<file path="src/sv/tsrc_pkg.sv">
// Shared constants and types for the timestamp rate converter.
`default_nettype none
package tsrc_pkg;

	localparam int RATIO_WIDTH = 32;
	localparam int STAMP_W     = 64;
	localparam int PROD_W      = 2 * STAMP_W;
	localparam int HALF_W      = STAMP_W / 2;
	localparam int DIV_STEPS   = PROD_W;
	localparam int ADDR_W      = 6;
	localparam int REG_IDX_W   = 3;

	// register indexes, byte address is 8 * index
	typedef enum logic [REG_IDX_W-1:0] {
		REG_DST_NUMER  = 3'd0,
		REG_DST_DENOM  = 3'd1,
		REG_DST_OFFSET = 3'd2,
		REG_SRC_NUMER  = 3'd3,
		REG_SRC_DENOM  = 3'd4,
		REG_SRC_OFFSET = 3'd5
	} reg_idx_t;

	// sideband that travels with each transaction down the pipe
	typedef struct packed {
		logic vld;
		logic neg;
		logic dz;
	} side_t;

endpackage
`default_nettype wire

</file>
<file path="src/sv/tsrc_div_cell.sv">
// One restoring division step: shift in a dividend bit, subtract when it fits.
`default_nettype none
module tsrc_div_cell (
	input  wire                             clk,
	input  wire                             arst_n,
	input  wire                             en,
	input  wire tsrc_pkg::side_t            side_i,
	input  wire [tsrc_pkg::STAMP_W-1:0]     rem_i,
	input  wire [tsrc_pkg::PROD_W-1:0]      nq_i,
	input  wire [tsrc_pkg::STAMP_W-1:0]     d_i,
	output tsrc_pkg::side_t                 side_o,
	output logic [tsrc_pkg::STAMP_W-1:0]    rem_o,
	output logic [tsrc_pkg::PROD_W-1:0]     nq_o,
	output logic [tsrc_pkg::STAMP_W-1:0]    d_o
);
	import tsrc_pkg::*;

	logic [STAMP_W-1:0] sh;
	logic               take;
	logic [STAMP_W-1:0] rem_n;

	// shift remainder, compare against divisor (carry means it surely fits)
	always_comb begin
		sh    = {rem_i[STAMP_W-2:0], nq_i[PROD_W-1]};
		take  = rem_i[STAMP_W-1] || (sh >= d_i);
		rem_n = take ? (sh - d_i) : sh;
	end

	// hold control state
	always_ff @(posedge clk or negedge arst_n) begin
		if (!arst_n) begin
			side_o <= '0;
		end else if (en) begin
			side_o <= side_i;
		end
	end

	// advance payload
	always_ff @(posedge clk) begin
		if (en) begin
			rem_o <= rem_n;
			nq_o  <= {nq_i[PROD_W-2:0], take};
			d_o   <= d_i;
		end
	end

endmodule
`default_nettype wire

</file>
<file path="config.mk">
export PLATFORM = sky130hd
export DESIGN_NAME = tsrc_div_cell
export DESIGN_NICKNAME = d
export VERILOG_FILES = /design/src/sv/tsrc_pkg.sv /design/src/sv/tsrc_div_cell.sv
export SDC_FILE = /design/constraint.sdc
export NUM_CORES = 1
export LEC_CHECK = 0
export ABC_AREA = 0
export ABC_CLOCK_PERIOD_IN_PS = 800
export BUFFER_PORTS_ARGS = -buffer_cell sky130_fd_sc_hd__buf_2
export CORE_AREA = 4 4 203 205
export DETAILED_ROUTE_END_ITERATION = 12
export DIE_AREA = 0 0 207 209
export GPL_TIMING_DRIVEN = 0
export PLACE_DENSITY_LB_ADDON = 0.2
export SKIP_CTS_REPAIR_TIMING = 1
export SYNTH_ARGS = -nofsm -noshare
export SYNTH_HDL_FRONTEND = slang
export SYNTH_SLANG_ARGS = --single-unit
</file>
<file path="constraint.sdc">
create_clock -name clk -period 0.8 [get_ports clk]
set_input_delay 0.08 -clock clk [delete_from_list [all_inputs] [get_ports clk]]
set_output_delay 0.08 -clock clk [all_outputs]
set_load 0.02 [all_outputs]
</file>
Word level (Yosys, flattened, before mapping). Cells that the tools add are included. W data, S select, Z words.

Memory bits (read-only): 0. RAM bits: 0. Latch bits: 0. Logic and storage cells: 10. Output and inout bits: 259. Memories: 0. Bits in registers: 259.

Reductions and logical operators: 1. Eq/ne operators: 0. Multiply operators: 0. Bitwise gates (word level): 0. Add/subtract/negate cells: 1. $lt $le $gt $ge: 1. Div/mod/pow operators: 0. Mux-type cells: 1. Shift-type cells: 0.

Operator list (count): $ge A64 B64 Y1 (1); $mux W64 (1); $sub A64 B64 Y64 (1); $logic_or A1 B1 Y1 (1).

Logic depth before layout (Yosys ltp).
Depth in word-level cells: 3. Depth in mapped cells: 15. Depth with buffers taken out: 14.

Worst setup path after synthesis. Ideal clock, no wire load.

Path type: input-to-reg. From: in nq_i[127] (netlist bit). To: reg rem_o[49] (netlist bit) (data pin). Data arrival time: 2485 ps. Data required time: 536 ps. Path slack: -1948 ps. Setup time: 264 ps. Stages on the path: 15. Cell sequence: inv_1 > ha_1 > fa_1 > nand2b_1 > a21oi_1 > o211ai_1 > a31oi_2 > a21bo_2 > a21oi_1 > o21ai_2 > nand2_4 > buf_8 > buf_2 > nand2_1 > o21ai_2.

Longest elaborated chain between the ends: 3. Elaborated cells on any way between the ends: 4.

RTL lines: start: declaration (line tsrc_div_cell.sv:9) `input wire [tsrc_pkg::PROD_W-1:0] nq_i,`; $ge A64 B64 Y1 (line tsrc_div_cell.sv:25) `take = rem_i[STAMP_W-1] || (sh >= d_i);`; $logic_or A1 B1 Y1 (line tsrc_div_cell.sv:25); $mux W64 * (line tsrc_div_cell.sv:26) `rem_n = take ? (sh - d_i) : sh;`; via rem_n[49] (line tsrc_div_cell.sv:20) `logic [STAMP_W-1:0] rem_n;`; end signal: assignment (line tsrc_div_cell.sv:41) `rem_o <= rem_n;`; end: declaration (line tsrc_div_cell.sv:12) `output logic [tsrc_pkg::STAMP_W-1:0] rem_o,`.

Mark *: on every way through the listed nets, which the timed path passes. The rest lies on a longest branch. A chain may end at the register's enable or synchronous reset.

Final worst setup path.
From: in nq_i[127] (netlist bit). To: reg rem_o[25] (netlist bit) (data pin).

The elaborated chain is that of the path after synthesis.

==> flow_metrics.tcl <==
set metrics [dict create \
    ys_warn_count 0 \
    initial_utilization_pct 32.3 \
    dr.max_layer_used "met4" \
    num_rows 73 \
    final_nets 2216 \
    synth.net_count 1394 \
    routedWlPerCell_um 20.7 \
    numCtsBuffers 30 \
    synth_cell_types 71 \
    dp_cells 2114 \
    async_flop_share_pct 1.16 \
    vias 11795 \
    grt_pass1_wl_mm 64.7 \
    ys_seq_elements 259 \
    clkSlewWorstSetupHoldPaths_ns 0.06 \
    core_sq_um 39500 \
    power_density_nw_per_um2 2020 \
    start_kind "primary input" \
    yosys-top-cells-count "256 x edfxtp_1, 112 x nand2_1, 86 x a21oi_1" \
    drv_cap 0 \
    drt-met1-wl_mm 19.8 \
    postSynthAreaPerCell_sq_um 11.9 \
    hold-path-endpoint "d_o[0]" \
    track_usage_pct 19.1 \
    fin_skew_ns 0 \
    r2r_end "side_o[1]" \
    cts_sinks 259 \
    grt_pass1_vias 10424 \
    wl_met2_mm 26.5 \
    synth_edf_count 256 \
    drt_iter0_drc 572 \
    synth_cells 1067 \
    critPathKind "primary input to flop" \
    finalPower_w 0.0440 \
    drive_gt1_share_pct 40.0 \
    critical_path_arrival_ns 2.83 \
    die_x_um 207 \
    peakVddDrop_mv 1.63 \
    grt_max_degree 127 \
    synth.most_common_cell "edfxtp_1" \
    synthDominantCellAreaShare_pct 60.4 \
    relSlewSlack_pct 54.3 \
    dieHeight_um 209 \
    port_buffers 520 \
    finalSetupViolations 324 \
    seq_area_frac_synth_pct 61.0 \
    yosysTopAreaCell "edfxtp_1" \
    min_path_type "primary input to flop" \
    synth_ff_type "edfxtp_1" \
    worst_slack_ns -1.72 \
    synthTopCellsByArea "edfxtp_1 60%, ha_1 6.3%, a21oi_1 3.4%" \
    root_buffer "clkbuf_16" \
    violations "hold timing, setup timing" \
    ant_nets 0 \
    drc 0 \
    layout.cells.non_filler 2444 \
    period_needed_ns 2.52 \
    met3_length_mm 2.90 \
    fin_hold_ws_ns -0.281 \
    finalHoldViolations 44 \
    syn_area_sq_um 12700 \
    ios 521 \
    rr_worst_depth 1 \
    cp-end-kind "flop" \
    critPathRequiredTime_ns 1.11 \
    fin_crit_sh_pct 315 \
    firstDrtPassIters 5 \
    holdPathStages 1 \
    hpwl_mm 35.3 \
    cts_tree "built" \
    place_congestion 0.886 \
    grt_overflow 0 \
    vias_per_cell 4.83 \
    worst_slew_pin_slew_ns 0.682 \
    finalMaxSlewViolations 0 \
    timing.rr.start "side_o[1]" \
    tns_ns -206.56 \
    hold_start "d_i[0]" \
    antenna_found_initial 6 \
    cts_buffer_depth 3 \
    rrSetupSlack_ns 0.01 \
    leakage_nw 9.36 \
    pre_cts_ws_ns -3.00 \
    die_area_sq_um 43300 \
    fmax_ghz 0.397 \
    status "complete, but fails checks" \
    routed_wl_mm 50.6 \
    clk_latency_ns 0.57 \
    area_growth_pct 71.1 \
    h-tree-depth 1 \
    path_max_fanout 6 \
    rsz0062_at_grt "true" \
]
-- worst max-delay path, cell delays in order --
cell	delay (ns)
buf_8	0.09
inv_8	0.03
ha_4	0.15
fa_2	0.39
nand2b_4	0.16
a21oi_4	0.19
o211ai_1	0.13
buf_4	0.17
a31oi_4	0.24
a21bo_4	0.20
a21oi_4	0.07
o21ai_4	0.31
nand2_8	0.14
clkbuf_16	0.21
clkbuf_16	0.16
nand2_2	0.05
o21ai_1	0.06
-- sequential cells by signal (all words and copies together) (netlist names) --
signal / flops
nq_o: 128
rem_o: 64
d_o: 64
side_o: 3
-- layer usage --
metal	GRT usage, %	vias to the layer above
li1	-	5596
met1	23.1	5716
met2	35.0	405
met3	3.81	78
met4	5.02	0
met5	0	-
-- placed cells by master (no fill, tap or decap), types with 12 or more instances in the layout --
cell type,count
a21o_1,37
a21oi_1,75
buf_2,350
buf_4,19
buf_6,171
clkbuf_1,12
clkbuf_16,43
dlygate4sd3_1,254
edfxtp_1,256
ha_1,56
inv_1,82
nand2_1,60
nand2_2,36
nand2_4,18
nand4_1,21
nor2_1,48
o21ai_0,30
o21ai_1,39
o21ai_2,25
o21bai_1,14
xnor2_1,31
xor2_1,26
-- metrics by stage --
stage	utilization, %	instance area [sq um]
2_1_floorplan	-	12900
3_3_place_gp	40.9	16200
3_5_place_dp	41.1	16200
4_1_cts	43.6	17200
5_1_grt	55.2	21800
6_report	55.2	21800
-- final cells by class --
| cell class | instances | area [sq um] |
|---|---|---|
| diodes | 7 | 17.5 |
| plain buffers | 30 | 255 |
| clock buffers | 37 | 798 |
| clock inverters | 18 | 200 |
| fillers | 3362 | 17700 |
| inverters | 84 | 325 |
| multi-input cells | 682 | 5050 |
| flip-flops and latches | 259 | 7770 |
| well taps | 525 | 657 |
| repair buffers | 802 | 6720 |
-- worst max path at each step --
stage	startpoint	end	depth (start not counted)
2_1_floorplan	nq_i[127]	rem_o[60]	14
3_3_place_gp	en	side_o[1]	2
3_5_place_dp	rem_i[3]	rem_o[59]	12
4_1_cts	rem_i[3]	rem_o[59]	12
5_1_grt	nq_i[127]	rem_o[25]	17
6_report	nq_i[127]	rem_o[25]	17
-- power breakdown --
| group | total, W | switching, W | internal, W | leakage, nW |
|---|---|---|---|---|
| clock network | 0.0141 | 0.00575 | 0.00836 | 0.475 |
| registers | 0.0172 | 0.000567 | 0.0166 | 2.54 |
| logic | 0.0127 | 0.00689 | 0.00586 | 6.35 |
-- kinds of logic after synthesis --
kind of cell / count (synthesis) / share of synthesized area [%]
simple gates: 251 / 9.20
buf+inv: 127 / 4.12
mux: 4 / 0.354
flops: 259 / 61.0
xor+xnor: 57 / 3.92
fa+ha+maj: 65 / 6.45
compound gates: 304 / 15.0
Note: power is estimated with default switching activity, not from simulation.
